File: src/hw/rtl/dlpe_pkg.sv
// Shared types and constants of the DWARF line-program encoder.
package dlpe_pkg;

	// Standard opcodes and end-of-sequence bytes
	localparam logic [7:0] OP_COPY         = 8'h01;
	localparam logic [7:0] OP_ADVANCE_PC   = 8'h02;
	localparam logic [7:0] OP_ADVANCE_LINE = 8'h03;
	localparam logic [7:0] OP_EXT_ESC      = 8'h00;
	localparam logic [7:0] OP_EXT_LEN      = 8'h01;
	localparam logic [7:0] OP_END_SEQ      = 8'h01;

	// Input actions
	localparam logic ACT_ROW    = 1'b0;
	localparam logic ACT_FINISH = 1'b1;

	// Configuration register indexes
	localparam int unsigned CFG_IDX_W = 2;
	localparam logic [CFG_IDX_W-1:0] REG_LBASE       = 2'd0;
	localparam logic [CFG_IDX_W-1:0] REG_LRANGE      = 2'd1;
	localparam logic [CFG_IDX_W-1:0] REG_OPCODE_BASE = 2'd2;

	// Register reset values
	localparam logic [7:0] LBASE_RST       = 8'hFB;	// -5
	localparam logic [7:0] LRANGE_RST      = 8'd14;
	localparam logic [7:0] OPCODE_BASE_RST = 8'd13;

	// LEB128 shifter: five 7-bit digits hold a 33-bit signed value
	localparam int unsigned DIGIT_W = 7;
	localparam int unsigned LEB_W   = 35;

	localparam logic [16:0] SPECIAL_MAX = 17'd255;

	typedef enum logic [10:0] {
		S_IDLE = 11'b000_0000_0001,
		S_CHK1 = 11'b000_0000_0010,
		S_CHK2 = 11'b000_0000_0100,
		S_OPA  = 11'b000_0000_1000,
		S_LEBA = 11'b000_0001_0000,
		S_OPB  = 11'b000_0010_0000,
		S_LEBB = 11'b000_0100_0000,
		S_T0   = 11'b000_1000_0000,
		S_T1   = 11'b001_0000_0000,
		S_T2   = 11'b010_0000_0000,
		S_SPEC = 11'b100_0000_0000
	} state_t;

endpackage

File: src/hw/rtl/dwarf_line_program_encoder_unit.sv
// Top level of the DWARF line-number program encoder.
//
// channel | role   | signals                                     | beat when
// --------+--------+---------------------------------------------+--------------------
// in      | sink   | in_valid in_stall action src_line           | in_valid & !in_stall
//         |        | code_offset                                 |
// out     | source | out_valid out_stall out_byte last_of_run    | out_valid & !out_stall
// cfg     | sink   | cfg_valid cfg_ready cfg_index cfg_data      | cfg_valid & cfg_ready
//
// Items: one item at a time; an item gives N (1..13) bytes. One byte leaves per
// cycle while out_stall is low; LEB128 values go out of a 35-bit shifter one 7-bit
// digit per cycle. A later row first passes the special-opcode check (line window
// and 8x8 multiply in S_CHK1, then the sum in S_CHK2).
// Reset: arst_n clears state, registers to defaults, empty output register.
// Stalls: out_stall freezes the byte sequencer; the next item is taken while the
// final byte of the previous one still waits in the output register.
module dwarf_line_program_encoder_unit #(
	parameter int unsigned OFFSET_BITS = 32
) (
	input  logic        clk,
	input  logic        arst_n,
	// item input
	input  logic        in_valid,
	output logic        in_stall,
	input  logic        action,
	input  logic [31:0] src_line,
	input  logic [31:0] code_offset,
	// byte output
	output logic        out_valid,
	input  logic        out_stall,
	output logic [7:0]  out_byte,
	output logic        last_of_run,
	// configuration writes
	input  logic        cfg_valid,
	output logic        cfg_ready,
	input  logic [dlpe_pkg::CFG_IDX_W-1:0] cfg_index,
	input  logic [7:0]  cfg_data
);

	// pc deltas wrap at the smaller of OFFSET_BITS and the 32-bit offset width
	localparam int unsigned PC_BITS = (OFFSET_BITS > 32) ? 32 : OFFSET_BITS;
	localparam logic [31:0] PC_MASK = 32'hFFFF_FFFF >> (32 - PC_BITS);
	localparam int unsigned LW = dlpe_pkg::LEB_W;
	localparam int unsigned DW = dlpe_pkg::DIGIT_W;

	// control and sequence state
	dlpe_pkg::state_t state_q, state_d;
	logic        out_valid_q;
	logic [7:0]  lbase_q, lrange_q, opcode_base_q;
	logic [31:0] cur_line_q, prev_off_q;
	logic        first_row_q;

	// per-item payload
	logic [7:0]    opa_q, opb_q, spec_q;
	logic [LW-1:0] leb_a_q, leb_b_q;
	logic          sgn_a_q, sgn_b_q, en_b_q, tail_end_q;
	logic          inrange_q, small_q;
	logic [7:0]    dlb8_q;
	logic [15:0]   prod_q;
	logic [7:0]    out_byte_q;
	logic          last_q;

	logic        in_acc, cfg_acc, go, emit;
	logic [32:0] dline_w;
	logic [31:0] dpc_w;
	logic [LW-1:0] dline_x, dpc_x;
	logic [LW-1:0] dlb_w;
	logic [16:0] sum_w;
	logic        fits_w;
	logic [LW-1:0] cur_leb, rest_w;
	logic        cur_sgn, leb_done;
	logic [DW-1:0] digit_w;
	logic [7:0]  byte_d;
	logic        last_d;

	assign in_stall  = (state_q != dlpe_pkg::S_IDLE);
	assign in_acc    = in_valid && !in_stall;
	assign cfg_ready = 1'b1;
	assign cfg_acc   = cfg_valid && cfg_ready;
	assign go        = !out_valid_q || !out_stall;

	assign out_valid   = out_valid_q;
	assign out_byte    = out_byte_q;
	assign last_of_run = last_q;

	// deltas against the kept state; a pending first row sees line 1 and offset 0
	assign dline_w = {1'b0, src_line} - {1'b0, cur_line_q};
	assign dpc_w   = (code_offset - prev_off_q) & PC_MASK;
	assign dline_x = {{(LW-33){dline_w[32]}}, dline_w};
	assign dpc_x   = {{(LW-32){1'b0}}, dpc_w};

	// special-opcode check, first step: line window against the config
	assign dlb_w = leb_b_q - {{(LW-8){lbase_q[7]}}, lbase_q};
	// second step: opcode sum
	assign sum_w  = {9'd0, dlb8_q} + {1'b0, prod_q} + {9'd0, opcode_base_q};
	assign fits_w = inrange_q && small_q && (sum_w <= dlpe_pkg::SPECIAL_MAX);

	// LEB128 digit out of whichever shifter is active
	assign cur_leb = (state_q == dlpe_pkg::S_LEBB) ? leb_b_q : leb_a_q;
	assign cur_sgn = (state_q == dlpe_pkg::S_LEBB) ? sgn_b_q : sgn_a_q;
	assign digit_w = cur_leb[DW-1:0];
	assign rest_w  = LW'($signed(cur_leb) >>> DW);
	always_comb begin
		if (cur_sgn) begin
			leb_done = ((rest_w == '0) && !digit_w[DW-1]) ||
				((rest_w == '1) && digit_w[DW-1]);
		end else begin
			leb_done = (rest_w == '0);
		end
	end

	// byte sequencer
	always_comb begin
		state_d = state_q;
		emit    = 1'b0;
		byte_d  = dlpe_pkg::OP_COPY;
		last_d  = 1'b0;
		case (state_q)
			dlpe_pkg::S_IDLE: begin
				// first row skips the advances that have nothing to move
				if (in_acc) begin
					if (action == dlpe_pkg::ACT_FINISH) state_d = dlpe_pkg::S_OPA;
					else if (!first_row_q) state_d = dlpe_pkg::S_CHK1;
					else if (src_line != 32'd1) state_d = dlpe_pkg::S_OPA;
					else if (code_offset != 32'd0) state_d = dlpe_pkg::S_OPB;
					else state_d = dlpe_pkg::S_T2;
				end
			end
			dlpe_pkg::S_CHK1: begin
				state_d = dlpe_pkg::S_CHK2;
			end
			dlpe_pkg::S_CHK2: begin
				state_d = fits_w ? dlpe_pkg::S_SPEC : dlpe_pkg::S_OPA;
			end
			dlpe_pkg::S_OPA: begin
				emit   = 1'b1;
				byte_d = opa_q;
				if (go) state_d = dlpe_pkg::S_LEBA;
			end
			dlpe_pkg::S_LEBA: begin
				emit   = 1'b1;
				byte_d = {!leb_done, digit_w};
				if (go && leb_done) begin
					if (en_b_q) state_d = dlpe_pkg::S_OPB;
					else state_d = tail_end_q ? dlpe_pkg::S_T0 : dlpe_pkg::S_T2;
				end
			end
			dlpe_pkg::S_OPB: begin
				emit   = 1'b1;
				byte_d = opb_q;
				if (go) state_d = dlpe_pkg::S_LEBB;
			end
			dlpe_pkg::S_LEBB: begin
				emit   = 1'b1;
				byte_d = {!leb_done, digit_w};
				if (go && leb_done) state_d = tail_end_q ? dlpe_pkg::S_T0 : dlpe_pkg::S_T2;
			end
			dlpe_pkg::S_T0: begin
				emit   = 1'b1;
				byte_d = dlpe_pkg::OP_EXT_ESC;
				if (go) state_d = dlpe_pkg::S_T1;
			end
			dlpe_pkg::S_T1: begin
				emit   = 1'b1;
				byte_d = dlpe_pkg::OP_EXT_LEN;
				if (go) state_d = dlpe_pkg::S_T2;
			end
			dlpe_pkg::S_T2: begin
				// copy and end_sequence share this final byte value
				emit   = 1'b1;
				byte_d = tail_end_q ? dlpe_pkg::OP_END_SEQ : dlpe_pkg::OP_COPY;
				last_d = 1'b1;
				if (go) state_d = dlpe_pkg::S_IDLE;
			end
			dlpe_pkg::S_SPEC: begin
				emit   = 1'b1;
				byte_d = spec_q;
				last_d = 1'b1;
				if (go) state_d = dlpe_pkg::S_IDLE;
			end
			default: begin
				state_d = dlpe_pkg::S_IDLE;
			end
		endcase
	end

	// control, line state and configuration
	always_ff @(posedge clk or negedge arst_n) begin
		if (!arst_n) begin
			state_q       <= dlpe_pkg::S_IDLE;
			out_valid_q   <= 1'b0;
			lbase_q       <= dlpe_pkg::LBASE_RST;
			lrange_q      <= dlpe_pkg::LRANGE_RST;
			opcode_base_q <= dlpe_pkg::OPCODE_BASE_RST;
			cur_line_q    <= 32'd1;
			prev_off_q    <= 32'd0;
			first_row_q   <= 1'b1;
		end else begin
			state_q <= state_d;
			if (go) out_valid_q <= emit;
			if (cfg_acc) begin
				case (cfg_index)
					dlpe_pkg::REG_LBASE:       lbase_q       <= cfg_data;
					dlpe_pkg::REG_LRANGE:      lrange_q      <= cfg_data;
					dlpe_pkg::REG_OPCODE_BASE: opcode_base_q <= cfg_data;
					default: begin
					end
				endcase
			end
			if (in_acc) begin
				if (action == dlpe_pkg::ACT_FINISH) begin
					cur_line_q  <= 32'd1;
					prev_off_q  <= 32'd0;
					first_row_q <= 1'b1;
				end else begin
					cur_line_q  <= src_line;
					prev_off_q  <= code_offset;
					first_row_q <= 1'b0;
				end
			end
		end
	end

	// per-item payload and output register
	always_ff @(posedge clk) begin
		if (in_acc) begin
			if (action == dlpe_pkg::ACT_FINISH) begin
				opa_q      <= dlpe_pkg::OP_ADVANCE_PC;
				leb_a_q    <= dpc_x;
				sgn_a_q    <= 1'b0;
				en_b_q     <= 1'b0;
				tail_end_q <= 1'b1;
			end else if (first_row_q) begin
				// line first, then pc
				opa_q      <= dlpe_pkg::OP_ADVANCE_LINE;
				leb_a_q    <= dline_x;
				sgn_a_q    <= 1'b1;
				opb_q      <= dlpe_pkg::OP_ADVANCE_PC;
				leb_b_q    <= dpc_x;
				sgn_b_q    <= 1'b0;
				en_b_q     <= (code_offset != 32'd0);
				tail_end_q <= 1'b0;
			end else begin
				// long form: pc first, then line
				opa_q      <= dlpe_pkg::OP_ADVANCE_PC;
				leb_a_q    <= dpc_x;
				sgn_a_q    <= 1'b0;
				opb_q      <= dlpe_pkg::OP_ADVANCE_LINE;
				leb_b_q    <= dline_x;
				sgn_b_q    <= 1'b1;
				en_b_q     <= 1'b1;
				tail_end_q <= 1'b0;
			end
		end
		if (state_q == dlpe_pkg::S_CHK1) begin
			inrange_q <= !dlb_w[LW-1] && (dlb_w[LW-1:8] == '0) && (dlb_w[7:0] < lrange_q);
			dlb8_q    <= dlb_w[7:0];
			prod_q    <= {8'd0, lrange_q} * {8'd0, leb_a_q[7:0]};
			small_q   <= (leb_a_q[LW-1:8] == '0);
		end
		if (state_q == dlpe_pkg::S_CHK2) spec_q <= sum_w[7:0];
		if (go) begin
			if (state_q == dlpe_pkg::S_LEBA) leb_a_q <= rest_w;
			if (state_q == dlpe_pkg::S_LEBB) leb_b_q <= rest_w;
			if (emit) begin
				out_byte_q <= byte_d;
				last_q     <= last_d;
			end
		end
	end

	// a new item only starts once every byte but the last has left
	a_accept_drained: assert property (@(posedge clk) disable iff (!arst_n)
		(in_valid && !in_stall && out_valid) |-> last_of_run)
		else $error("item accepted with a non-final byte pending");

	// first-row encoding relies on the delta base being line 1, offset 0
	a_first_base: assert property (@(posedge clk) disable iff (!arst_n)
		first_row_q |-> (cur_line_q == 32'd1) && (prev_off_q == 32'd0))
		else $error("pending first row with stale line state");

	// special check resolves to a single opcode or the long form
	a_chk_exit: assert property (@(posedge clk) disable iff (!arst_n)
		(state_q == dlpe_pkg::S_CHK2) |=>
		(state_q == dlpe_pkg::S_SPEC) || (state_q == dlpe_pkg::S_OPA))
		else $error("bad exit from special-opcode check");

endmodule

File: config.mk
export PLATFORM = sky130hd
export DESIGN_NAME = dwarf_line_program_encoder_unit
export DESIGN_NICKNAME = d
export VERILOG_FILES = /design/src/hw/rtl/dlpe_pkg.sv /design/src/hw/rtl/dwarf_line_program_encoder_unit.sv
export SDC_FILE = /design/constraint.sdc
export NUM_CORES = 1
export LEC_CHECK = 0
export BUFFER_PORTS_ARGS = -buffer_cell sky130_fd_sc_hd__clkbuf_2
export CAP_MARGIN = 10
export CORE_ASPECT_RATIO = 0.75
export CORE_MARGIN = 2
export CORE_UTILIZATION = 25
export CTS_CLUSTER_SIZE = 24
export DETAILED_ROUTE_END_ITERATION = 6
export GPL_TIMING_DRIVEN = 0
export SETUP_SLACK_MARGIN = 0.1
export SLEW_MARGIN = 20
export SYNTH_ARGS = -nofsm -noshare
export SYNTH_HDL_FRONTEND = slang
export SYNTH_SLANG_ARGS = --single-unit
File: constraint.sdc
create_clock -name clk -period 10.55 [get_ports clk]
set_clock_uncertainty 0.15 [all_clocks]
set_input_delay 1.5825 -clock clk [delete_from_list [all_inputs] [get_ports clk]]
set_output_delay 1.5825 -clock clk [all_outputs]
set_load 0.05 [all_outputs]
== Word level (Yosys, flattened, before mapping) ==
Index checks and enable logic that the tools add are counted.

* Bitwise operators: 1
* Multiplexer cells: 40
* Magnitude comparators: 2
* Add/subtract/negate cells: 5
* Equality and inequality tests: 24
* Reductions and logical operators: 30
* $mul: 1

{| class="wikitable"
|+ Operator list
! operator !! count
|-
| 35-bit 2-to-1 mux || 11
|-
| 11-bit case mux with 10 select lines || 1
|-
| 11-bit 2-to-1 mux || 9
|-
| 32-bit 2-to-1 mux || 2
|-
| 10-bit 2-to-1 mux || 6
|-
| 27-bit logical NOT || 2
|-
| 8-bit case mux with 5 select lines || 1
|-
| 35-bit == test, second input constant || 1
|-
| 35-bit logical NOT || 1
|-
| 35-bit subtractor || 1
|-
| 32-bit by 32-bit subtractor with 33-bit output || 1
|-
| 32-bit by 1-bit != test with 1-bit output, second input constant || 1
|-
| 32-bit nonzero test || 1
|-
| 32-bit subtractor || 1
|-
| 17-bit by 8-bit adder with 17-bit output || 1
|-
| 8-bit by 16-bit adder with 17-bit output || 1
|-
| 17-bit by 8-bit less-or-equal comparator with 1-bit output, second input constant || 1
|-
| 8-bit by 8-bit multiplier with 16-bit output || 1
|-
| 2-bit != test, second input constant || 7
|-
| 11-bit by 1-bit == test with 1-bit output, second input constant || 1
|-
| 11-bit by 10-bit == test with 1-bit output, second input constant || 1
|-
| 11-bit == test, second input constant || 1
|-
| 11-bit by 2-bit == test with 1-bit output, second input constant || 1
|-
| 11-bit by 3-bit == test with 1-bit output, second input constant || 1
|-
| other kinds (21) || 48
|}

* Register bits after elaboration: 234
* Output and inout bits: 12

== Logic depth before layout (Yosys ltp) ==
Gate-level depths: netlist (run 1).

* Depth in word-level cells: 9
* Mapped depth: 22
* Mapped depth without buffers: 21

== Least setup slack after synthesis (run 1) ==
OpenSTA, ideal clock, no wires.

* Kind: register to register
* From: register lrange_q[1]
* To: register prod_q[15] (data pin)
* Setup slack: 5785 ps
* Clock period less this slack: 4765 ps
* Data arrival time: 4356 ps
* Cell stages (with the launch flop): 19
* Required time: 10140 ps
* Cells stage by stage: dfstp_2 clkbuf_1 nand2_1 fa_1 fa_1 fa_1 fa_1 inv_1 ha_1 o21ai_0 a21boi_0 o21ai_0 a21boi_0 o21ai_0 a21oi_1 o21ai_0 nand2b_1 a21oi_1 xnor2_1

* Cells in the longest elaborated chain, start to end: 1

{| class="wikitable"
|+ Ends and longest elaborated chain
! element !! line !! source
|-
| start, declared || dwarf_line_program_encoder_unit.sv:49 || <nowiki>logic [7:0] lbase_q, lrange_q, opcode_base_q;</nowiki>
|-
| start signal, assigned || dwarf_line_program_encoder_unit.sv:193 || <nowiki>lrange_q <= dlpe_pkg::LRANGE_RST;</nowiki>
|-
| start signal, assigned || dwarf_line_program_encoder_unit.sv:204 || <nowiki>dlpe_pkg::REG_LRANGE: lrange_q <= cfg_data;</nowiki>
|-
| 8-bit by 8-bit multiplier with 16-bit output || dwarf_line_program_encoder_unit.sv:258 || <nowiki>prod_q <= {8'd0, lrange_q} * {8'd0, leb_a_q[7:0]};</nowiki>
|-
| end signal, assigned || dwarf_line_program_encoder_unit.sv:258 ||
|-
| end, declared || dwarf_line_program_encoder_unit.sv:59 || <nowiki>logic [15:0] prod_q;</nowiki>
|}

Every way passes these cells.
A chain may end at the register's enable or synchronous reset.

== Worst setup path in the final report (run 1) ==
Same ends and word-level chain as after synthesis.

==> flow_summary.yaml, run 1 <==
run_status:
  status: "complete, no violations"
power:
  p_int_mw: 3.67
  p_sw_mw: 3.76
  p_comb_frac: 0.647
  max-vdd-ir-drop_mv: 0.206
  swShare: 0.506
  finalPower_mw: 7.43
  power_leakage_nw: 8.58
  powerDensity_nw_per_um2: 365
  pwr-share-clk: 0.139
  p_seq_frac: 0.214
timing:
  finalHoldViolCount: 0
  fmax_mhz: 179
  finalCriticalPeriod_ps: 5590
  fin_crit_sh: 0.529
  grt_setup_unrepaired: "no"
  report.final.slew_viol_count: 0
  finalSetupTns_ps: 0
  slew_headroom: 0.264
  setup_viol_count_final: 0
  worstMarginPinSlew_ps: 1100
logic_synthesis:
  synth-edff-count: 47
  syn_nets: 2369
  syn_inst: 2093
  yosysSeqAreaShare: 0.303
  ys.flop_type: "dfrtp_1"
  yosys-top-cells-area: "dfrtp_1, ha_1, edfxtp_1, dfxtp_1, fa_1"
  synth_seq_cells: 218
  yosysUniqueCellTypes: 86
  synthArstFlopShare: 0.463
  synth_top_area_frac: 0.120
  synth_top_cell_by_area: "dfrtp_1"
  syn_area_sq_um: 17700
  ys.warnings.count: 0
  syn_area_per_cell_sq_um: 8.45
critical_path:
  cp_max_fo: 10
  path_class: "flip-flop to flip-flop"
  critPathLaunchType: "flip-flop"
  end_kind: "flip-flop"
  rrSetupSlack_ps: 4960
  cp.arrival_ps: 5750
  critPathRequiredTime_ps: 10720
global_routing:
  grt-ovfl-total: 0
  grt_pass1_wl_mm: 95.7
  antenna_found_initial: 6
  grt_use_total: 0.169
  grt_pass1_vias: 15300
  grt_max_degree: 59
drt:
  drc: 0
  dr_wl_met2_mm: 24.4
  wl_met1_mm: 30.5
  dr.pass1.iters: 6
  drt_wl_total_mm: 62.8
  highest_layer: "met5"
  ant_nets: 0
  met3_length_mm: 6.46
  avgRoutedWirePerCell_um: 19.7
  vias: 16300
  drt_iter0_drc: 1724
  vias_per_cell: 5.12
die:
  start_util: 0.253
  rows: 84
  die_h_um: 234
  core_sq_um: 70000
  dieArea_sq_um: 72900
  ios: 92
  die_w_um: 311
place:
  dpl.hpwl_mm: 49.8
  portBuffers: 90
  place_congestion: 1.00
finish:
  nNetsFinal: 2492
  areaGrowthSynthToFinish_pct: 15.2
  antenna_cells: 0
  layout-drive-gt1-share: 0.0970
  nFillCells: 7584
clocking:
  cts_setup_buffers: 0
  cts_hold_buf: 0
  clockRootBuffer: "clkbuf_16"
  clk_pin_slew_ps: 60
  cts_tree: "built"
  cts_buffer_depth: 3
  insertion_delay_ps: 590
  cts_resized: 0
  cts_sinks: 218
  numCtsBuffers: 27
  cts_max_level: 1
min_path:
  hold_path_class: "flip-flop to flip-flop"
flow_run:
  cap_violations: 0
==> power by group through the flow <==
stage	Sequential, mW	Clock (mW)	Combinational (mW)
final	1.59	1.04	4.80
after global routing	1.61	1.08	5.34
after CTS	1.57	1.05	4.71
after detailed placement	1.58	0	4.67
after global placement	1.58	0	4.64
after floorplan	1.49	0	3.36
==> kinds of logic (layout without fill, tap and decap cells) <==
logic type / after synthesis / count (layout) / share of synthesized area
simple gates: 682 / 682 / 0.194
compound gates: 582 / 582 / 0.211
buf+inv: 274 / 418 / 0.0589
flops: 218 / 218 / 0.303
fa+ha+maj: 196 / 196 / 0.159
xor+xnor: 89 / 89 / 0.0441
mux: 51 / 51 / 0.0304
other cells: 1 / 1 / 0.000212
==> synthesized netlist by cell type, drive strengths merged (19+ instances only) <==
master / n
o21ai: 168
ha: 148
mux2: 22
a21o: 51
edfxtp: 47
nand4: 32
xnor2: 56
nor4: 35
and2: 41
nand3b: 67
dfrtp: 85
a21oi: 152
clkbuf: 73
dfxtp: 70
nand3: 30
a211oi: 20
nand2: 230
inv: 186
a31oi: 35
nor2: 129
o21a: 19
xor2: 33
fa: 48
nand2b: 20
nor3: 37
mux2i: 29
==> worst max-delay path, stage by stage (launching register included) <==
cell      delay, ps
dfstp_2         510
clkbuf_1        400
nand2_1         160
fa_1            500
fa_1            570
fa_1            440
fa_1            540
inv_1            40
ha_1            320
o21ai_0         170
a21boi_0        200
o21ai_0         260
a21boi_0        160
o21ai_0         290
a21oi_1         140
o21ai_0         160
nand2b_1         70
a21oi_1         170
xnor2_1          80
==> state kept, by name, summed over array words and instances, names as in the netlist, 11 cells and up <==
name and cells:
leb_b_q 35, state_q 11, cur_line_q 32, prev_off_q 32
leb_a_q 35, prod_q 16
==> worst paths after layout <==
kind | startpoint | endpoint | cells past startpoint
min in group asynchronous | arst_n | cur_line_q[14]$_DFFE_PN0P_ | 1
max reg2reg | lrange_q[1]$_DFFE_PN1P_ | prod_q[15]$_DFFE_PP_ | 18
max | lrange_q[1]$_DFFE_PN1P_ | prod_q[15]$_DFFE_PP_ | 18
min reg2reg | prev_off_q[0]$_DFFE_PN0P_ | prev_off_q[0]$_DFFE_PN0P_ | 2
min | prev_off_q[0]$_DFFE_PN0P_ | prev_off_q[0]$_DFFE_PN0P_ | 2
max in group asynchronous | arst_n | first_row_q$_DFFE_PN1P_ | 2
==> routing by layer <==
layer,global-route usage,up-vias
li1,-,7721
met1,0.254,7801
met2,0.235,678
met3,0.0478,98
met4,0.0365,12
met5,0,-
==> cells in the final DEF, fill, tap and decap left out, types with 36 or more instances in the layout <==
cell and n:
nand3b_1 67, nor3_1 36, and2_1 41, edfxtp_1 47
ha_1 148, clkbuf_2 89, o21ai_0 157, inv_1 184
dfxtp_1 70, nor2_1 128, a21oi_1 148, nand2_1 230
dfrtp_1 85, clkbuf_1 73, fa_1 48, a21o_1 51
xnor2_1 56
==> metrics by stage <==
step	hold slack (ps)	utilization	std cells	worst slack, ps	cell area (sq um)
final	339	0.291	3183	4960	20400
after global routing	379	0.291	3183	4610	20400
after CTS	343	0.291	3183	5040	20400
after detailed placement	330	0.277	3133	5080	19400
after global placement	322	0.276	3129	5120	19300
after floorplan	303	-	2093	5780	17700
==> area by class of cell <==
| class | count | area, sq um | share of cell area |
|---|---|---|---|
| Tap cell | 946 | 1180 | 0.0581 |
| Sequential cell | 218 | 5360 | 0.263 |
| Multi-Input combinational cell | 1601 | 11300 | 0.555 |
| Inverter | 186 | 698 | 0.0343 |
| Clock inverter | 20 | 233 | 0.0114 |
| Clock buffer | 30 | 739 | 0.0363 |
| Timing Repair Buffer | 94 | 513 | 0.0252 |
| Buffer | 88 | 343 | 0.0168 |
Power figures use the tool's default switching activity.
==> run 2, diff against run 1 <==
==> constraint.sdc (replaced) <==
create_clock -name clk -period 4.5 [get_ports clk]
set_clock_uncertainty 0.15 [all_clocks]
set_input_delay 0.675 -clock clk [delete_from_list [all_inputs] [get_ports clk]]
set_output_delay 0.675 -clock clk [all_outputs]
set_load 0.05 [all_outputs]
==> flow_summary.yaml, run 2 (synthesis gave the netlist of run 1 again) <==
run_status:
  status: "complete, but fails checks"
  violations: "negative setup slack"
global_routing:
  use_met1: 0.254
  grt-busiest-layer: "met1"
  grt_util_met3: 0.0533
  use_met2: 0.236
  grt_max_degree: 59
  grt_pass1_wl_mm: 96.2
  grt_pass1_vias: 15500
  antenna_found_initial: 4
  grt_use_total: 0.171
  grt-ovfl-total: 0
clocking:
  cts_max_level: 1
  insertion_delay_ps: 570
  clockRootBuffer: "clkbuf_16"
  cts_buffer_depth: 3
  cts_sinks: 218
  cts_tree: "built"
  clk_pin_slew_ps: 60
  numCtsBuffers: 27
timing:
  fmax_mhz: 219
  finalHoldViolCount: 0
  grt_setup_unrepaired: "yes"
  fin_crit_sh: 1.01
  report.final.slew_viol_count: 0
  timing.final.ws_setup_ps: -60.1
  hold_ws_ps: 181
  slew_headroom: 0.236
  worstMarginPinSlew_ps: 1140
  setup_viol_count_final: 2
  finalSetupTns_ps: -91.3
  finalCriticalPeriod_ps: 4560
die:
  core_sq_um: 70000
  dieArea_sq_um: 72900
  die_w_um: 311
  start_util: 0.253
  rows: 84
  ios: 92
  die_h_um: 234
drt:
  vias: 16600
  dr.pass1.iters: 6
  ant_nets: 0
  vias_per_cell: 5.18
  drt_iter0_drc: 1868
  avgRoutedWirePerCell_um: 19.9
  drt_wl_total_mm: 63.7
  drc: 0
critical_path:
  critPathLaunchType: "flip-flop"
  slowest_delay_ps: 540
  crit_chain: "buf_8 > nand2_2 > fa_1 > fa_1 > inv_1 > fa_1 > fa_1 > ha_4 > a21boi_4 > o21ai_2 > a21boi_2 > o21ai_2 > a21oi_2 > o21ai_1 > nand2b_1 > a21oi_2 > xnor2_1"
  critPathTopFamily: "adder cells"
  path_buf_inv: 2
  cp_max_fo: 8
  critPathRequiredTime_ps: 4660
  cp.arrival_ps: 4720
  end_kind: "flip-flop"
  crit_path_frequent_cell: "fa_1"
  path_class: "flip-flop to flip-flop"
  cpMaxStageDelayCell: "fa_1"
place:
  place_congestion: 1.02
  dpl.hpwl_mm: 50.0
  pre_cts_ws_ps: -563
  portBuffers: 90
power:
  powerDensity_nw_per_um2: 898
  power_leakage_nw: 8.75
  max-vdd-ir-drop_mv: 0.741
  finalPower_mw: 18.7
finish:
  nFillCells: 7503
  post-route-util: 0.298
  layout_commonest_cell: "nand2_1"
  nNetsFinal: 2512
  most-common-layout-cells: "nand2_1, inv_1, o21ai_0"
  layout-drive-gt1-share: 0.136
  top_regs: "leb_a_q (35), leb_b_q (35)"
  areaGrowthSynthToFinish_pct: 17.9
flow_run:
  cap_violations: 0
min_path:
  hold_path_class: "input port to flip-flop"
## run 2: repair_timing
action | 4_1_cts | 5_1_grt
setup endpoints to repair | 8 | 8
setup buffers | 17 | 4
hold endpoints to repair | 29 | 0
gates cloned | 1 | 0
resized for setup | 65 | 30
pin swaps | 39 | 12
hold buffers | 1 | 0
## run 2: metrics by stage
stage          instances  instance area, sq um
2_1_floorplan       2093                 17700
3_3_place_gp        3129                 19400
3_5_place_dp        3133                 19400
4_1_cts             3199                 20700
5_1_grt             3204                 20900
6_report            3204                 20900
## run 2: power breakdown
part	total, mW	switching (mW)	internal (mW)	leakage [nW]
combinational	12.7	7.60	5.07	6.02
sequential	3.79	0.793	3.00	2.29
clock	2.25	0.926	1.32	0.441
## run 2: worst paths after layout
| check | start | end | cells after the start | slack, ps |
|---|---|---|---|---|
| worst max-delay path | lrange_q[2]$_DFFE_PN1P_ | prod_q[15]$_DFFE_PP_ | 17 | -60 |
| worst min-delay path | action | tail_end_q$_DFFE_PP_ | 1 | 180 |
| worst max register to register | lrange_q[2]$_DFFE_PN1P_ | prod_q[15]$_DFFE_PP_ | 17 | -60 |
| worst min register to register | prev_off_q[0]$_DFFE_PN0P_ | prev_off_q[0]$_DFFE_PN0P_ | 2 | 340 |
| max in group asynchronous | arst_n | first_row_q$_DFFE_PN1P_ | 3 | 3010 |
| min in group asynchronous | arst_n | cur_line_q[12]$_DFFE_PN0P_ | 2 | 480 |
## run 2: layout make-up
type                    count  area [sq um]  share of cell area
multi-input cells        1601         11600               0.557
flip-flops and latches    218          5370               0.257
well taps                 946          1180              0.0568
clock buffers              34           733              0.0352
inverters                 186           702              0.0337
repair buffers            116           681              0.0326
plain buffers              85           405              0.0194
clock inverters            16           156             0.00750
repair inverters            1          5.00            0.000240
diodes                      1          2.50            0.000120
## run 2: layer usage
layer | routed length, um | vias to the layer above | share of wire
li1 | - | 7760 | -
met1 | 30400 | 8003 | 0.48
met2 | 24700 | 729 | 0.39
met3 | 7040 | 110 | 0.11
met4 | 1520 | 6 | 0.024
met5 | 38 | - | 0.00060
==> run 3, diff against run 2 <==
--- a/config.mk
+++ b/config.mk
@@ -9,7 +9,7 @@
 export CAP_MARGIN = 10
 export CORE_ASPECT_RATIO = 0.75
 export CORE_MARGIN = 2
-export CORE_UTILIZATION = 25
+export CORE_UTILIZATION = 40
 export CTS_CLUSTER_SIZE = 24
 export DETAILED_ROUTE_END_ITERATION = 6
 export GPL_TIMING_DRIVEN = 0
==> constraint.sdc (replaced) <==
create_clock -name clk -period 4.5 [get_ports clk]
set_clock_uncertainty 0.15 [all_clocks]
set_input_delay 0.675 -clock clk [delete_from_list [all_inputs] [get_ports clk]]
set_output_delay 0.675 -clock clk [all_outputs]
set_load 0.005 [all_outputs]
==> flow_summary.yaml, run 3 (synthesis gave the netlist of run 1 again) <==
clocking:
  cts_buffer_depth: 3
  cts_max_level: 1
  insertion_delay_ps: 580
  clockRootBuffer: "clkbuf_16"
  numCtsBuffers: 25
  cts_sinks: 218
  cts_tree: "built"
  clk_pin_slew_ps: 60
finish:
  nNetsFinal: 2525
  nFillCells: 4190
  layout.cells.non_filler: 2848
  layout_commonest_cell: "nand2_1"
  areaGrowthSynthToFinish_pct: 15.8
  most-common-layout-cells: "nand2_1, inv_1, o21ai_0"
  top_regs: "leb_a_q (35), leb_b_q (35)"
  post-route-util: 0.470
  layout-drive-gt1-share: 0.142
critical_path:
  r2r_cells: 21
  cp_max_fo: 7
  path_class: "flip-flop to flip-flop"
  end_kind: "flip-flop"
  critPathRequiredTime_ps: 4660
  critPathLaunchType: "flip-flop"
  slowest_delay_ps: 550
  crit_chain: "buf_8 > nand2_4 > fa_2 > inv_1 > ha_1 > ha_1 > inv_1 > fa_1 > inv_2 > ha_4 > nor2b_2 > o21ai_2 > a21boi_4 > o21ai_4 > a21boi_4 > o21ai_2 > a21oi_2 > o21ai_1 > nand2b_1 > a21oi_2 > xnor2_1"
  cpMaxStageDelayCell: "fa_2"
  cp.arrival_ps: 4750
die:
  die_h_um: 186
  ios: 92
  start_util: 0.406
  dieArea_sq_um: 45900
  rows: 66
  core_sq_um: 43500
  die_w_um: 247
timing:
  hold_ws_ps: 175
  report.final.slew_viol_count: 0
  fin_crit_sh: 1.02
  finalHoldViolCount: 0
  fmax_mhz: 218
  setup_viol_count_final: 2
  finalCriticalPeriod_ps: 4590
  slew_headroom: 0.248
  worstMarginPinSlew_ps: 1120
  grt_setup_unrepaired: "yes"
  timing.final.ws_setup_ps: -92.7
  finalSetupTns_ps: -101
global_routing:
  antenna_found_initial: 2
  grt_max_degree: 76
  grt-ovfl-total: 0
  grt_use_total: 0.279
  grt_pass1_vias: 15700
  grt_pass1_wl_mm: 96.6
run_status:
  status: "complete, but fails checks"
  violations: "negative setup slack"
power:
  max-vdd-ir-drop_mv: 0.648
  powerDensity_nw_per_um2: 929
  finalPower_mw: 19.0
  power_leakage_nw: 8.80
min_path:
  min_path_cells: 1
  hold_path_class: "input port to flip-flop"
drt:
  drt_wl_total_mm: 64.9
  ant_nets: 0
  drc: 0
  drt_iter0_drc: 1830
  dr.pass1.iters: 7
  vias_per_cell: 5.93
  avgRoutedWirePerCell_um: 22.8
  vias: 16900
place:
  portBuffers: 90
  dp_cells: 2765
  place_congestion: 0.989
  dpl.hpwl_mm: 50.3
flow_run:
  cap_violations: 0
[run 3: changes by cell type in the layout (fill, tap and decap cells not counted), sizes merged]
cell      delta
buf         +14
bufinv       -3
clkbuf       +8
clkinv       -8
clkinvlp     +1
diode        +1
inv          -1
[run 3: timing repair]
action	in CTS	in global routing
setup endpoints to repair	9	27
hold buffers	1	0
pin swaps	36	40
gates cloned	1	0
hold endpoints to repair	13	0
gates resized for setup	57	44
buffers inserted	21	16
[run 3: final cells by class]
class,instances,area (sq um),share of cell area
antenna,2,5.00,0.000244
buffer,84,395,0.0193
clock buffer,41,757,0.0370
clock inverter,5,42.5,0.00208
inverter,186,702,0.0343
multi-input combinational,1601,11700,0.571
sequential,218,5360,0.262
tap,578,723,0.0353
timing repair buffer,132,797,0.0389
timing repair inverter,1,5.00,0.000244
[run 3: worst max-delay path, delay by kind of cell, from the launching register on]
family / cells / cell delay (ps)
simple gates: 3 / 290
fa+ha+maj: 5 / 1870
compound gates: 8 / 1140
flops: 1 / 540
buf+inv: 4 / 270
xor+xnor: 1 / 70
[run 3: final timing paths]
check,startpoint,endpoint,slack (ps)
worst max register to register,lrange_q[3]$_DFFE_PN1P_,prod_q[15]$_DFFE_PP_,-90
worst max-delay path,lrange_q[3]$_DFFE_PN1P_,prod_q[15]$_DFFE_PP_,-90
worst min register to register,leb_a_q[33]$_DFF_P_,leb_a_q[33]$_DFF_P_,360
worst min-delay path,action,tail_end_q$_DFFE_PP_,170
min in group asynchronous,arst_n,state_q[6]$_DFFE_PN0P_,420
max in group asynchronous,arst_n,cur_line_q[9]$_DFFE_PN0P_,3060
[run 3: power by group]
part / total, mW / internal (mW) / switching, mW
clock network: 2.06 / 1.15 / 0.909
logic: 13.1 / 5.38 / 7.75
registers: 3.82 / 3.00 / 0.824
[run 3: stage by stage]
stage	instance area [sq um]	worst slack, ps
2_1_floorplan	17700	116
3_3_place_gp	18900	-737
3_5_place_dp	19000	-626
4_1_cts	20200	-99.7
5_1_grt	20500	-282
6_report	20500	-92.7
[run 3: per-layer routing]
layer	track usage	up-vias	share of wire
li1	-	7797	-
met1	0.430	8292	0.49
met2	0.372	693	0.38
met3	0.0826	99	0.10
met4	0.0631	2	0.025
met5	0.00871	-	0.00085
